[src/rtl/core/grw_pkg.sv]
`timescale 1ns / 1ps
// Shared types and constants for the grid ray walk block.
// No dependencies; every other file of the block imports this package.
package grw_pkg;

	// Geometry of the wall store: a square of STORE_SIDE by STORE_SIDE cells.
	localparam int STORE_SIDE    = 16;
	localparam int COORD_W       = 4;
	localparam int ADDR_W        = 2 * COORD_W;
	localparam int DIM_W         = 5;
	localparam int WALL_W        = 4;
	localparam int MAG_W         = 16;
	localparam int ERR_W         = 18;
	localparam int GRID_SIZE_DEF = 16;

	// Bit positions of the walls inside one cell entry.
	localparam int WB_UP    = 0;
	localparam int WB_DOWN  = 1;
	localparam int WB_LEFT  = 2;
	localparam int WB_RIGHT = 3;

	// Operation codes of an input item.
	localparam logic OP_WRITE = 1'b0;
	localparam logic OP_RAY   = 1'b1;

	// Register indexes on the configuration port.
	localparam logic REG_WIDTH  = 1'b0;
	localparam logic REG_HEIGHT = 1'b1;

	// Input item.
	typedef struct packed {
		logic                    opcode;
		logic [COORD_W-1:0]      cell_x;
		logic [COORD_W-1:0]      cell_y;
		logic [WALL_W-1:0]       wall_bits;
		logic signed [MAG_W-1:0] dir_x;
		logic signed [MAG_W-1:0] dir_y;
	} grw_in_t;

	// Result item.
	typedef struct packed {
		logic [COORD_W-1:0] out_x;
		logic [COORD_W-1:0] out_y;
		logic               last;
	} grw_out_t;

	// Effective grid limits seen by the walker.
	typedef struct packed {
		logic [DIM_W-1:0] lim_x;
		logic [DIM_W-1:0] lim_y;
	} grw_lim_t;

	// Cell emission from the walker to the output stage.
	typedef struct packed {
		logic               push;
		logic               flush;
		logic [COORD_W-1:0] x;
		logic [COORD_W-1:0] y;
	} grw_emit_t;

	// Walker sequencer states.
	typedef enum logic [2:0] {
		S_IDLE,
		S_MAJ,
		S_MIN,
		S_CRN,
		S_CRN2,
		S_POS,
		S_FIN
	} grw_state_t;

endpackage

[src/rtl/core/grw_wall_mem.sv]
`timescale 1ns / 1ps
// Wall store: 256 cells of four wall bits, one write and one registered read port.
// Depends on grw_pkg. Per-cell valid flags make unwritten cells read as no walls.
module grw_wall_mem (
	input  logic                        clk,
	input  logic                        arst_n,
	input  logic                        we,
	input  logic [grw_pkg::ADDR_W-1:0]  waddr,
	input  logic [grw_pkg::WALL_W-1:0]  wdata,
	input  logic [grw_pkg::ADDR_W-1:0]  raddr,
	output logic [grw_pkg::WALL_W-1:0]  rdata
);
	import grw_pkg::*;

	localparam int DEPTH = STORE_SIDE * STORE_SIDE;

	logic [WALL_W-1:0] mem_q [DEPTH];
	logic [DEPTH-1:0]  valid_q;
	logic [WALL_W-1:0] rdata_q;

	// Storage array, written at one address per cycle.
	always_ff @(posedge clk) begin
		if (we) begin
			mem_q[waddr] <= wdata;
		end
	end

	// Valid flags are cleared by reset so the store starts with no walls.
	always_ff @(posedge clk or negedge arst_n) begin
		if (!arst_n) begin
			valid_q <= '0;
		end else if (we) begin
			valid_q[waddr] <= 1'b1;
		end
	end

	// Registered read; a cell never written reads as zero.
	always_ff @(posedge clk) begin
		rdata_q <= valid_q[raddr] ? mem_q[raddr] : '0;
	end

	assign rdata = rdata_q;

endmodule

[src/rtl/core/grw_cfg_regs.sv]
`timescale 1ns / 1ps
// Configuration registers (grid width and height) behind an APB-style port.
// Depends on grw_pkg. Also derives the clamped grid limits used by the walker.
module grw_cfg_regs #(
	parameter int GRID_SIZE = grw_pkg::GRID_SIZE_DEF
) (
	input  logic              clk,
	input  logic              arst_n,
	input  logic              psel,
	input  logic              penable,
	input  logic              pwrite,
	input  logic [2:0]        paddr,
	input  logic [31:0]       pwdata,
	output logic [31:0]       prdata,
	output logic              pready,
	output grw_pkg::grw_lim_t lim
);
	import grw_pkg::*;

	localparam int               LIM   = (GRID_SIZE < STORE_SIDE) ? GRID_SIZE : STORE_SIDE;
	localparam logic [DIM_W-1:0] LIM_V = DIM_W'(LIM);

	logic [DIM_W-1:0] width_q;
	logic [DIM_W-1:0] height_q;

	// Zero reads as one cell, values above the limit saturate.
	function automatic logic [DIM_W-1:0] eff_dim(input logic [DIM_W-1:0] r);
		logic [DIM_W-1:0] v;
		if (r == '0) begin
			v = DIM_W'(1);
		end else if (r > LIM_V) begin
			v = LIM_V;
		end else begin
			v = r;
		end
		return v;
	endfunction

	// Register writes complete in the access phase.
	always_ff @(posedge clk or negedge arst_n) begin
		if (!arst_n) begin
			width_q  <= DIM_W'(1);
			height_q <= DIM_W'(1);
		end else if (psel && penable && pwrite) begin
			case (paddr[2])
				REG_WIDTH:  width_q  <= pwdata[DIM_W-1:0];
				REG_HEIGHT: height_q <= pwdata[DIM_W-1:0];
				default: ;
			endcase
		end
	end

	// Read data returns the raw register contents.
	always_comb begin
		case (paddr[2])
			REG_WIDTH:  prdata = {{(32-DIM_W){1'b0}}, width_q};
			REG_HEIGHT: prdata = {{(32-DIM_W){1'b0}}, height_q};
			default:    prdata = '0;
		endcase
	end

	assign pready    = 1'b1;
	assign lim.lim_x = eff_dim(width_q);
	assign lim.lim_y = eff_dim(height_q);

endmodule

[src/rtl/core/grw_walker.sv]
`timescale 1ns / 1ps
// Ray walk sequencer: decodes items, writes walls, and steps the Bresenham walk
// against the wall store one read per cycle. Depends on grw_pkg.
module grw_walker #(
	parameter int GRID_SIZE = grw_pkg::GRID_SIZE_DEF
) (
	input  logic                        clk,
	input  logic                        arst_n,
	input  logic                        start,
	input  grw_pkg::grw_in_t            item,
	input  grw_pkg::grw_lim_t           lim,
	output logic                        busy,
	output logic                        we,
	output logic [grw_pkg::ADDR_W-1:0]  waddr,
	output logic [grw_pkg::WALL_W-1:0]  wdata,
	output logic [grw_pkg::ADDR_W-1:0]  raddr,
	input  logic [grw_pkg::WALL_W-1:0]  rdata,
	output grw_pkg::grw_emit_t          emit
);
	import grw_pkg::*;

	localparam logic [DIM_W-1:0] GS_V = DIM_W'(GRID_SIZE);

	grw_state_t         state_q, state_d;
	logic [COORD_W-1:0] px_q, px_d, py_q, py_d;
	logic               negx_q, negx_d, negy_q, negy_d, ymaj_q, ymaj_d;
	logic [MAG_W-1:0]   maga_q, maga_d, magb_q, magb_d;
	logic [ERR_W-1:0]   e_q, e_d, ep_q, ep_d;

	logic [MAG_W-1:0]   magx, magy;
	logic [ERR_W-1:0]   thr, e_add, e_sub, s_sum;
	logic [COORD_W-1:0] pa, pb, pa_next, pb_next, x_back, y_back;
	logic [DIM_W-1:0]   lim_a, lim_b;
	logic               nega, negb, a_block, b_block;
	logic               wall_x, wall_y, wall_a, wall_b;
	logic               in_grid, in_lim;

	// Magnitude of a Q1.14 component; the most negative code gives 32768.
	function automatic logic [MAG_W-1:0] mag_of(input logic signed [MAG_W-1:0] d);
		logic [MAG_W:0] ext;
		ext = {d[MAG_W-1], d};
		if (d[MAG_W-1]) begin
			ext = -ext;
		end
		return ext[MAG_W-1:0];
	endfunction

	// Axis selection and step arithmetic shared by the states.
	always_comb begin
		magx    = mag_of(item.dir_x);
		magy    = mag_of(item.dir_y);
		thr     = {1'b0, maga_q, 1'b0};
		e_add   = e_q + {1'b0, magb_q, 1'b0};
		e_sub   = e_q - thr;
		s_sum   = e_q + ep_q;
		pa      = ymaj_q ? py_q : px_q;
		pb      = ymaj_q ? px_q : py_q;
		nega    = ymaj_q ? negy_q : negx_q;
		negb    = ymaj_q ? negx_q : negy_q;
		lim_a   = ymaj_q ? lim.lim_y : lim.lim_x;
		lim_b   = ymaj_q ? lim.lim_x : lim.lim_y;
		pa_next = nega ? pa - COORD_W'(1) : pa + COORD_W'(1);
		pb_next = negb ? pb - COORD_W'(1) : pb + COORD_W'(1);
		a_block = nega ? (pa == '0) : (({1'b0, pa} + DIM_W'(1)) >= lim_a);
		b_block = negb ? (pb == '0) : (({1'b0, pb} + DIM_W'(1)) >= lim_b);
		x_back  = negx_q ? px_q + COORD_W'(1) : px_q - COORD_W'(1);
		y_back  = negy_q ? py_q + COORD_W'(1) : py_q - COORD_W'(1);
		wall_x  = negx_q ? rdata[WB_LEFT] : rdata[WB_RIGHT];
		wall_y  = negy_q ? rdata[WB_UP] : rdata[WB_DOWN];
		wall_a  = ymaj_q ? wall_y : wall_x;
		wall_b  = ymaj_q ? wall_x : wall_y;
		in_grid = ({1'b0, item.cell_x} < GS_V) && ({1'b0, item.cell_y} < GS_V);
		in_lim  = ({1'b0, item.cell_x} < lim.lim_x) && ({1'b0, item.cell_y} < lim.lim_y);
	end

	// Next state, register updates, memory access and cell emission.
	always_comb begin
		state_d = state_q;
		px_d    = px_q;
		py_d    = py_q;
		negx_d  = negx_q;
		negy_d  = negy_q;
		ymaj_d  = ymaj_q;
		maga_d  = maga_q;
		magb_d  = magb_q;
		e_d     = e_q;
		ep_d    = ep_q;
		we      = 1'b0;
		waddr   = {item.cell_y, item.cell_x};
		wdata   = item.wall_bits;
		emit    = '0;

		case (state_q)
			S_IDLE: begin
				px_d   = item.cell_x;
				py_d   = item.cell_y;
				negx_d = item.dir_x[MAG_W-1];
				negy_d = item.dir_y[MAG_W-1];
				ymaj_d = magy > magx;
				maga_d = (magy > magx) ? magy : magx;
				magb_d = (magy > magx) ? magx : magy;
				e_d    = {2'b00, ((magy > magx) ? magy : magx)};
				ep_d   = {2'b00, ((magy > magx) ? magy : magx)};
				if (start) begin
					if (item.opcode == OP_WRITE) begin
						we = in_grid;
					end else if (in_lim) begin
						emit.push = 1'b1;
						emit.x    = item.cell_x;
						emit.y    = item.cell_y;
						state_d   = (magx == '0 && magy == '0) ? S_FIN : S_MAJ;
					end
				end
			end
			// Wall of the current cell is in; take one major step.
			S_MAJ: begin
				if (wall_a || a_block) begin
					state_d = S_FIN;
				end else begin
					if (ymaj_q) begin
						py_d = pa_next;
					end else begin
						px_d = pa_next;
					end
					e_d = e_add;
					if (e_add > thr) begin
						state_d = S_MIN;
					end else begin
						ep_d      = e_add;
						emit.push = 1'b1;
						emit.x    = ymaj_q ? px_q : pa_next;
						emit.y    = ymaj_q ? pa_next : py_q;
					end
				end
			end
			// Error passed the threshold; take the minor step.
			S_MIN: begin
				if (wall_b || b_block) begin
					state_d = S_FIN;
				end else begin
					if (ymaj_q) begin
						px_d = pb_next;
					end else begin
						py_d = pb_next;
					end
					e_d     = e_sub;
					state_d = S_CRN;
				end
			end
			// Diagonal cell walls are in; pick the supercover corner.
			S_CRN: begin
				if (s_sum < thr) begin
					state_d = S_POS;
					if (!wall_b) begin
						emit.push = 1'b1;
						emit.x    = ymaj_q ? x_back : px_q;
						emit.y    = ymaj_q ? py_q : y_back;
					end
				end else if (s_sum > thr) begin
					state_d = S_POS;
					if (!wall_a) begin
						emit.push = 1'b1;
						emit.x    = ymaj_q ? px_q : x_back;
						emit.y    = ymaj_q ? y_back : py_q;
					end
				end else begin
					// The ray passes exactly through the corner: both neighbors.
					state_d = S_CRN2;
					if (!wall_y) begin
						emit.push = 1'b1;
						emit.x    = px_q;
						emit.y    = y_back;
					end
				end
			end
			S_CRN2: begin
				state_d = S_POS;
				if (!wall_x) begin
					emit.push = 1'b1;
					emit.x    = x_back;
					emit.y    = py_q;
				end
			end
			S_POS: begin
				ep_d      = e_q;
				emit.push = 1'b1;
				emit.x    = px_q;
				emit.y    = py_q;
				state_d   = S_MAJ;
			end
			S_FIN: begin
				emit.flush = 1'b1;
				state_d    = S_IDLE;
			end
			default: begin
				state_d = S_IDLE;
			end
		endcase

		// The read port always follows the cell the walk stands on next.
		raddr = {py_d, px_d};
	end

	always_ff @(posedge clk or negedge arst_n) begin
		if (!arst_n) begin
			state_q <= S_IDLE;
		end else begin
			state_q <= state_d;
		end
	end

	// Walk registers carry payload only.
	always_ff @(posedge clk) begin
		px_q   <= px_d;
		py_q   <= py_d;
		negx_q <= negx_d;
		negy_q <= negy_d;
		ymaj_q <= ymaj_d;
		maga_q <= maga_d;
		magb_q <= magb_d;
		e_q    <= e_d;
		ep_q   <= ep_d;
	end

	assign busy = (state_q != S_IDLE);

endmodule

[src/rtl/core/grw_out_stage.sv]
`timescale 1ns / 1ps
// Output stage: holds the latest cell back by one so the final cell of a ray
// can be flagged, and drives the registered result strobe. Depends on grw_pkg.
module grw_out_stage (
	input  logic               clk,
	input  logic               arst_n,
	input  grw_pkg::grw_emit_t emit,
	output logic               result_valid,
	output grw_pkg::grw_out_t  result
);
	import grw_pkg::*;

	logic               pend_valid_q;
	logic [COORD_W-1:0] pend_x_q, pend_y_q;
	logic               out_valid_q;
	grw_out_t           out_q;

	// Control flags.
	always_ff @(posedge clk or negedge arst_n) begin
		if (!arst_n) begin
			pend_valid_q <= 1'b0;
			out_valid_q  <= 1'b0;
		end else begin
			out_valid_q <= (emit.push && pend_valid_q) || (emit.flush && pend_valid_q);
			if (emit.push) begin
				pend_valid_q <= 1'b1;
			end else if (emit.flush) begin
				pend_valid_q <= 1'b0;
			end
		end
	end

	// A new cell pushes the held one out; a flush sends it out as the last.
	always_ff @(posedge clk) begin
		if (emit.push || emit.flush) begin
			out_q.out_x <= pend_x_q;
			out_q.out_y <= pend_y_q;
			out_q.last  <= emit.flush;
		end
		if (emit.push) begin
			pend_x_q <= emit.x;
			pend_y_q <= emit.y;
		end
	end

	assign result_valid = out_valid_q;
	assign result       = out_q;

endmodule

[src/rtl/core/grid_ray_walk_with_walls_top.sv]
`timescale 1ns / 1ps
// Top level of the grid ray walk block.
// Depends on grw_pkg, grw_cfg_regs, grw_walker, grw_wall_mem and grw_out_stage.
//
// Usage:
//   An item is taken at a rising edge with start high and busy low. Opcode
//   write stores the four wall bits of one cell, gives no result and leaves
//   busy low. Opcode ray walks from the start cell and emits every reached
//   cell on result, one cycle each, marked by result_valid; the final cell
//   of the ray carries last.
//   A ray keeps busy high through its straight and diagonal steps (both
//   corner cells are checked on an exact corner hit) and while it finds the
//   stop and finishes. Each step waits on the single read port of the wall
//   memory, whose read data are registered.
//   Each result shows in the cycle after the next cell is found; a ray that
//   stops in its start cell gives that cell as its one result. The final
//   result shows in the first cycle with busy low, when the next item may
//   already be taken. Results cannot be held off; the receiver takes each one
//   as it shows. Width and height sit at byte addresses 0 and 4. The user must
//   see they are written only idle; the block itself does not enforce this.
//   Reset clears all walls at once (no sweep), sets width and height to one
//   and returns the sequencer to idle.
module grid_ray_walk_with_walls_top #(
	parameter int GRID_SIZE = grw_pkg::GRID_SIZE_DEF
) (
	input  logic              clk,
	input  logic              arst_n,
	input  logic              start,
	output logic              busy,
	input  grw_pkg::grw_in_t  item,
	output logic              result_valid,
	output grw_pkg::grw_out_t result,
	input  logic              psel,
	input  logic              penable,
	input  logic              pwrite,
	input  logic [2:0]        paddr,
	input  logic [31:0]       pwdata,
	output logic [31:0]       prdata,
	output logic              pready
);
	import grw_pkg::*;

	grw_lim_t          lim;
	grw_emit_t         emit;
	logic              we;
	logic [ADDR_W-1:0] waddr, raddr;
	logic [WALL_W-1:0] wdata, rdata;

	grw_cfg_regs #(
		.GRID_SIZE(GRID_SIZE)
	) u_cfg (
		.clk    (clk),
		.arst_n (arst_n),
		.psel   (psel),
		.penable(penable),
		.pwrite (pwrite),
		.paddr  (paddr),
		.pwdata (pwdata),
		.prdata (prdata),
		.pready (pready),
		.lim    (lim)
	);

	grw_walker #(
		.GRID_SIZE(GRID_SIZE)
	) u_walker (
		.clk   (clk),
		.arst_n(arst_n),
		.start (start),
		.item  (item),
		.lim   (lim),
		.busy  (busy),
		.we    (we),
		.waddr (waddr),
		.wdata (wdata),
		.raddr (raddr),
		.rdata (rdata),
		.emit  (emit)
	);

	grw_wall_mem u_mem (
		.clk   (clk),
		.arst_n(arst_n),
		.we    (we),
		.waddr (waddr),
		.wdata (wdata),
		.raddr (raddr),
		.rdata (rdata)
	);

	grw_out_stage u_out (
		.clk         (clk),
		.arst_n      (arst_n),
		.emit        (emit),
		.result_valid(result_valid),
		.result      (result)
	);

endmodule

[config.mk]
export PLATFORM = sky130hd
export DESIGN_NAME = grid_ray_walk_with_walls_top
export DESIGN_NICKNAME = d
export VERILOG_FILES = /design/src/rtl/core/grw_pkg.sv /design/src/rtl/core/grw_wall_mem.sv /design/src/rtl/core/grw_cfg_regs.sv /design/src/rtl/core/grw_walker.sv /design/src/rtl/core/grw_out_stage.sv /design/src/rtl/core/grid_ray_walk_with_walls_top.sv
export SDC_FILE = /design/constraint.sdc
export NUM_CORES = 2
export LEC_CHECK = 0
export BUFFER_PORTS_ARGS = -buffer_cell sky130_fd_sc_hd__clkbuf_2
export CORE_MARGIN = 1
export CORE_UTILIZATION = 30
export CTS_CLUSTER_SIZE = 30
export DETAILED_ROUTE_END_ITERATION = 8
export PLACE_DENSITY = 0.49
export SLEW_MARGIN = 10
export SYNTH_ARGS = -nofsm -noshare
export SYNTH_HDL_FRONTEND = slang
export SYNTH_SLANG_ARGS = --single-unit
[constraint.sdc]
create_clock -name clk -period 7.4 [get_ports clk]
set_input_delay 1.48 -clock clk [delete_from_list [all_inputs] [get_ports clk]]
set_output_delay 1.48 -clock clk [all_outputs]
set_load 0.02 [all_outputs]
* Word level (Yosys, flattened, before mapping)
Memory sizes are Yosys's and may differ from the RTL's. A register that Yosys moved wholly into a read port is not among the register bits.
Index checks and enable logic that the tools add are counted.
W data, S select, Z words.
** Operators by class
- Reductions and logical operators :: 28
- Order comparisons :: 13
- Muxes and demuxes :: 91
- Bitwise gates (word level) :: 2
- $add $sub $neg :: 15
- Equal/unequal tests :: 13
** Operators with widths (count)
- $or A256 B256 Y256 :: 1
- $pmux W18 S3 :: 2
- $mux W8 :: 11
- $mux W18 :: 4
- $mux W4 :: 18
- $mux W16 :: 4
- $pmux W32 S2 :: 1
- $pmux W8 S5 :: 1
- $gt A18 B17 Y1 :: 2
- $logic_not A16 Y1 :: 2
- $neg A16 Y16 :: 2
- $mux W1 :: 30
- $mux W5 :: 6
- $mux W3 :: 8
- $pmux W4 S3 :: 2
- $add A18 B17 Y18 :: 1
- $add A18 B18 Y18 :: 1
- $lt A18 B17 Y1 :: 1
- $lt A8 B9 Y1 const B :: 2
- $pmux W3 S6 :: 1
- $sub A18 B17 Y18 :: 1
- $add A4 B1 Y4 const B :: 4
- $gt A16 B16 Y1 :: 1
- $sub A4 B1 Y4 const B :: 4
- other kinds (26) :: 52
** Storage, ports and cells
- RAM bits :: 1024
- Output and inout port bits :: 44
- Memories kept :: 1
- Bits of input ports :: 86
- Flip-flop bits (word level) :: 367
- Logic and storage cells :: 183
** Memory list
- u_mem.mem_q :: depth 256, bits a word 4, rd ports 1, clocked after Yosys merged registers in 1, wr ports 1, RTL line grw_wall_mem.sv:17 : logic [WALL_W-1:0] mem_q [DEPTH];

* Depth between registers and ports, before layout
- Depth in word-level cells :: 12
- Mapped depth :: 29
- Gate-level depth less buffers :: 25

* Hierarchy
A second synthesis with hierarchy kept.
** Unflattened totals
- Cell total of the unflattened synthesis :: 4241
- Area, all modules :: 63095.5 um^2
** By module, submodules not included
- grw_wall_mem :: cells each 2937, instances 1, sequential area each 37235.7 um^2, area an instance 51495.6 um^2
- grw_walker :: cells each 1208, instances 1, sequential area each 2367.3 um^2, area an instance 10251.1 um^2
- grw_cfg_regs :: cells each 73, instances 1, sequential area each 252.7 um^2, area an instance 759.5 um^2
- grw_out_stage :: cells each 23, instances 1, sequential area each 560.5 um^2, area an instance 589.3 um^2

* Worst setup path after synthesis
No wires, ideal clock.
- Kind :: reg-to-reg
- Start :: reg u_walker.e_q[2]
- End :: reg u_walker.ep_q[0] (enable)
- Setup time :: 0.421 ns
- Clock period less this slack :: 5.998 ns
- Buffers on the path :: 0
- Path slack :: 1.402 ns
- Data arrival time :: 5.576 ns
- Required time :: 6.979 ns
- Cell stages (with the launch flop) :: 21
- Path through :: edfxtp_1 -> ha_1 -> a21o_1 -> a21oi_1 -> o21bai_1 -> a21oi_1 -> o21bai_1 -> a21oi_1 -> o21bai_1 -> a2111o_1 -> nand2_1 -> xor2_1 -> inv_1 -> ha_1 -> a21o_1 -> a2111oi_0 -> o21bai_1 -> a21oi_1 -> a31oi_1 -> or4_1 -> a211oi_1
** Between the ends
- Longest elaborated chain between the ends :: 4
** Ends and longest elaborated chain
- start: declaration :: RTL line grw_walker.sv:28 : logic [ERR_W-1:0] e_q, e_d, ep_q, ep_d;
- start signal: assignment :: RTL line grw_walker.sv:221 : e_q <= e_d;
- $add A18 B17 Y18 :: RTL line grw_walker.sv:53 : e_add = e_q + {1'b0, magb_q, 1'b0};
- $gt A18 B17 Y1 :: RTL line grw_walker.sv:126 : if (e_add > thr) begin
- $ne A2 B2 Y1 (no line)
- $reduce_and A3 Y1 (no line)
- end signal: assignment :: RTL line grw_walker.sv:222 : ep_q <= ep_d;
- end: declaration :: RTL line grw_walker.sv:28
Every way passes these cells.
A chain may end at the register's enable or synchronous reset.

* Worst setup path after layout
- Start :: reg u_walker.ymaj_q
- End :: reg u_mem.rdata_q[1] (netlist: u_mem.rdata[1]), read port of u_mem.mem_q
** Between the ends
- Longest elaborated chain between the ends :: 10
- Elaborated cells on any way between the ends :: 37
- Classes of those cells :: add/sub (6); order compare (2); mux (24); reduce/logical (5)
** Ends and longest elaborated chain
- start: declaration :: RTL line grw_walker.sv:26 : logic negx_q, negx_d, negy_q, negy_d, ymaj_q, ymaj_d;
- start signal: assignment :: RTL line grw_walker.sv:218 : ymaj_q <= ymaj_d;
- $mux W4, on equally long branches :: RTL line grw_walker.sv:57, grw_walker.sv:56
- $add A4 B1 Y5, on equally long branches :: RTL line grw_walker.sv:65, grw_walker.sv:64
- $ge A5 B5 Y1, on equally long branches :: RTL line grw_walker.sv:65, grw_walker.sv:64
- $mux W1, on equally long branches :: RTL line grw_walker.sv:65, grw_walker.sv:64
- $logic_or A1 B1 Y1, on equally long branches :: RTL line grw_walker.sv:138, grw_walker.sv:117
- $mux W4, on equally long branches :: RTL line grw_walker.sv:138, grw_walker.sv:117
- $pmux W4 S3 :: RTL line grw_walker.sv:93 : case (state_q)
- $bmux W1 S8 :: RTL line grw_wall_mem.sv:39 : rdata_q <= valid_q[raddr] ? mem_q[raddr] : '0;
- $mux W1 (not written as such) :: RTL line grw_wall_mem.sv:39
- $logic_not A1 Y1 (no line)
- end: declaration :: RTL line grw_wall_mem.sv:19 : logic [WALL_W-1:0] rdata_q;
Several ways; a longest one is shown, not always the timed one. The select of a mux whose other input is x is not followed.

==> run metrics <==
PD cells=502 mW/mm2; most frequent cells in the layout=1131 x nand2_1, 1112 x edfxtp_1, 327 x nor2_1, 327 x nand3_1, 269 x dfrtp_1; Max Root-Sink Buffers=3; Placed Area=0.0667 mm2; H-tree levels=4; GP Congestion=0.858; WHS Path Cells=0; # rows=168; Initial Util=30.2%; CP required=8.14 ns; WL/cell=23.4 um; share of the yosys chip area belonging to registers=64.0%; Die W=461 um; post-route cell area=0.0718 mm2; Final Hold Viols=0; #FFs+latches synth=1395; Starting DRT DRC Count=3882; fin. max-slew vios=0; Core ar.=0.209 mm2; dominant synthesized flop cell=edfxtp_1; final net count=5665; vias in the first global route=41890; synthesized area per cell=11.7 um2; post-CTS setup buffer count=0; input/output buffers=72; Synth Cell Area=0.0631 mm2; WL final=197 mm; Num Clock Sinks=1395; Synth async-reset ratio=19.4%; area grow syn2layout=13.7%; # hold bufs at CTS=0; die area=0.212 mm2; crit path max fanout=13; initial antenna violation count=7; Setup CP Type=reg -> reg; CP Launch Type=flop; post-synth top area cell=edfxtp_1; CTS clock-pin slew for the worst setup and hold paths=0.06 ns; number of flops mapped to enable cells by yosys=1112; Boundary Pins=130; number of max-cap violations=0; DR pass1 iterations=6; GR Overflow Total=0; data arrival time of the worst path=7.35 ns; Fmax=151 MHz; R2R depth=20; PostCTS Resize Cnt=0; cells after synthesis=5396; Leakage=0.0274 uW; Final Critical Period=6.61 ns; vias post-DR=42712; synth warn=0; final period utilization=89.3%; GRT Total Usage=18.4%; Clock Root Buffer=clkbuf_16; CTS Buf Count=154; Setup Viol. Count Final=0; antenna violation net count after detailed routing=0; first-pass GRT wire length=290 mm; most common library cell in the layout ignoring fill and taps=nand2_1; Hold WC Path Type=reg -> reg; final clock skew=0.0350 ns; maximum vdd ir drop=0.000549 V; Skew-Pair Late Insertion Delay=0.82 ns; post-DR vias/cell=5.10; share of the synthesized area in the top cell type=52.9%; final setup TNS=0 ns; Crit. End Element=flop; post-synthesis cell type count=97; Slew @ Worst Pin=1.24 ns; share of cells above drive strength 1=13.7%; Slew Limit Headroom=17.1%; DP HPWL=124 mm; DRC viols=0; Synth area leaders=edfxtp_1 53%, dfrtp_1 11%, nand2_1 6.7%; largest net degree at the start of global routing=194; Die Y=461 um; CTS tree=done; status=complete, no violations; RSZ-0062 raised after global routing=false
-- Yosys cell counts (89+ instances only) --
| master | number |
|---|---|
| dfrtp_1 | 269 |
| edfxtp_1 | 1112 |
| or2_2 | 250 |
| nor2_1 | 329 |
| buf_2 | 138 |
| nand3_1 | 333 |
| and3_1 | 95 |
| nand2_1 | 1131 |
| mux2i_1 | 139 |
| inv_1 | 104 |
| a21oi_1 | 233 |
| ha_1 | 127 |
| o21ai_0 | 101 |
| clkbuf_1 | 89 |
| a31oi_1 | 110 |
-- kinds of logic (layout without fill, tap and decap cells) --
family | count (synthesis) | count (layout) | synth area share [%]
buffers and inverters | 445 | 600 | 3.60
and+or+nand+nor | 2339 | 2339 | 16.9
other | 2 | 29 | 0.0119
xor gates and xnor gates | 91 | 91 | 1.26
DFF | 1395 | 1395 | 64.0
AOI/OAI and AO/OA | 828 | 828 | 8.84
adders and majority gates | 134 | 134 | 2.74
muxes | 162 | 162 | 2.66
-- metal layers --
metal	vias to the layer above	global-route usage [%]	wire (um)
met1	21561	25.9	90400
met3	239	2.63	10200
li1	19600	-	-
met5	-	0	0
met2	1312	29.4	91400
met4	0	4.98	4540
-- registers in the layout (all words and copies together), names as in the netlist, 4 cells and up --
register / flops
u_mem.mem_q: 1024
u_mem.valid_q: 256
u_walker.e_q: 18
u_walker.ep_q: 18
u_walker.maga_q: 16
u_walker.magb_q: 16
u_out.result: 9
u_cfg.height_q: 5
u_cfg.width_q: 5
u_mem.rdata: 4
u_out.pend_x_q: 4
u_out.pend_y_q: 4
u_walker.px_q: 4
u_walker.py_q: 4
-- path summary, 6_finish.rpt --
path / from / to / slack [ns]
setup / recovery: u_walker.ymaj_q / u_mem.rdata[1] / 0.79
hold / removal: u_out.pend_x_q[3] / u_out.result[8] / 0.42
setup reg to reg: u_walker.ymaj_q / u_mem.rdata[1] / 0.79
hold reg to reg: u_out.pend_x_q[3] / u_out.result[8] / 0.42
max in group asynchronous: arst_n / u_mem.valid_q[47] / 5.44
min in group asynchronous: arst_n / u_mem.valid_q[198] / 0.69
-- where the power goes --
part           internal [uW]  total (uW)  leakage (uW)  switching, uW
registers               9050        9370        0.0138            323
logic                   5920       18900        0.0111          13000
clock network           4430        7770       0.00251           3330
total                  19400       36000        0.0274          16600
-- cell type report --
type / count / area, um2
inverters: 113 / 453
clock inverters: 71 / 757
clock buffers: 217 / 4390
flip-flops and latches: 1395 / 40400
well taps: 2805 / 3510
repair buffers: 199 / 1630
fillers: 20746 / 138000
multi-input cells: 3582 / 20600
diodes: 1 / 2.50
-- critical path: stages (launching register included) --
cell	delay (ns)
edfxtp_1	0.77
nor2b_1	0.16
a21oi_1	0.31
inv_1	0.17
ha_1	0.25
xnor2_1	0.14
ha_1	0.33
a21o_1	0.16
a31oi_1	0.44
o211a_1	0.37
a21oi_1	0.13
o41a_1	0.47
nor3_4	0.21
buf_4	0.33
nand2_2	0.43
nor3_2	0.61
a22oi_1	0.27
a41oi_1	0.40
buf_4	0.23
a31oi_1	0.09
a41oi_1	0.26
-- stage by stage --
step           setup slack (ns)  util, %  instances  hold WS, ns  total power, uW
2_1_floorplan              1.40        -       5422        0.400            21700
3_3_place_gp              0.788     31.8       8094        0.408            28300
3_5_place_dp              0.859     31.8       8094        0.405            28300
4_1_cts                   0.805     34.3       8382        0.417            36100
5_1_grt                   0.434     34.3       8383        0.433            38000
6_report                  0.788     34.3       8383        0.417            36000
Note: power is estimated with default switching activity, not from simulation.
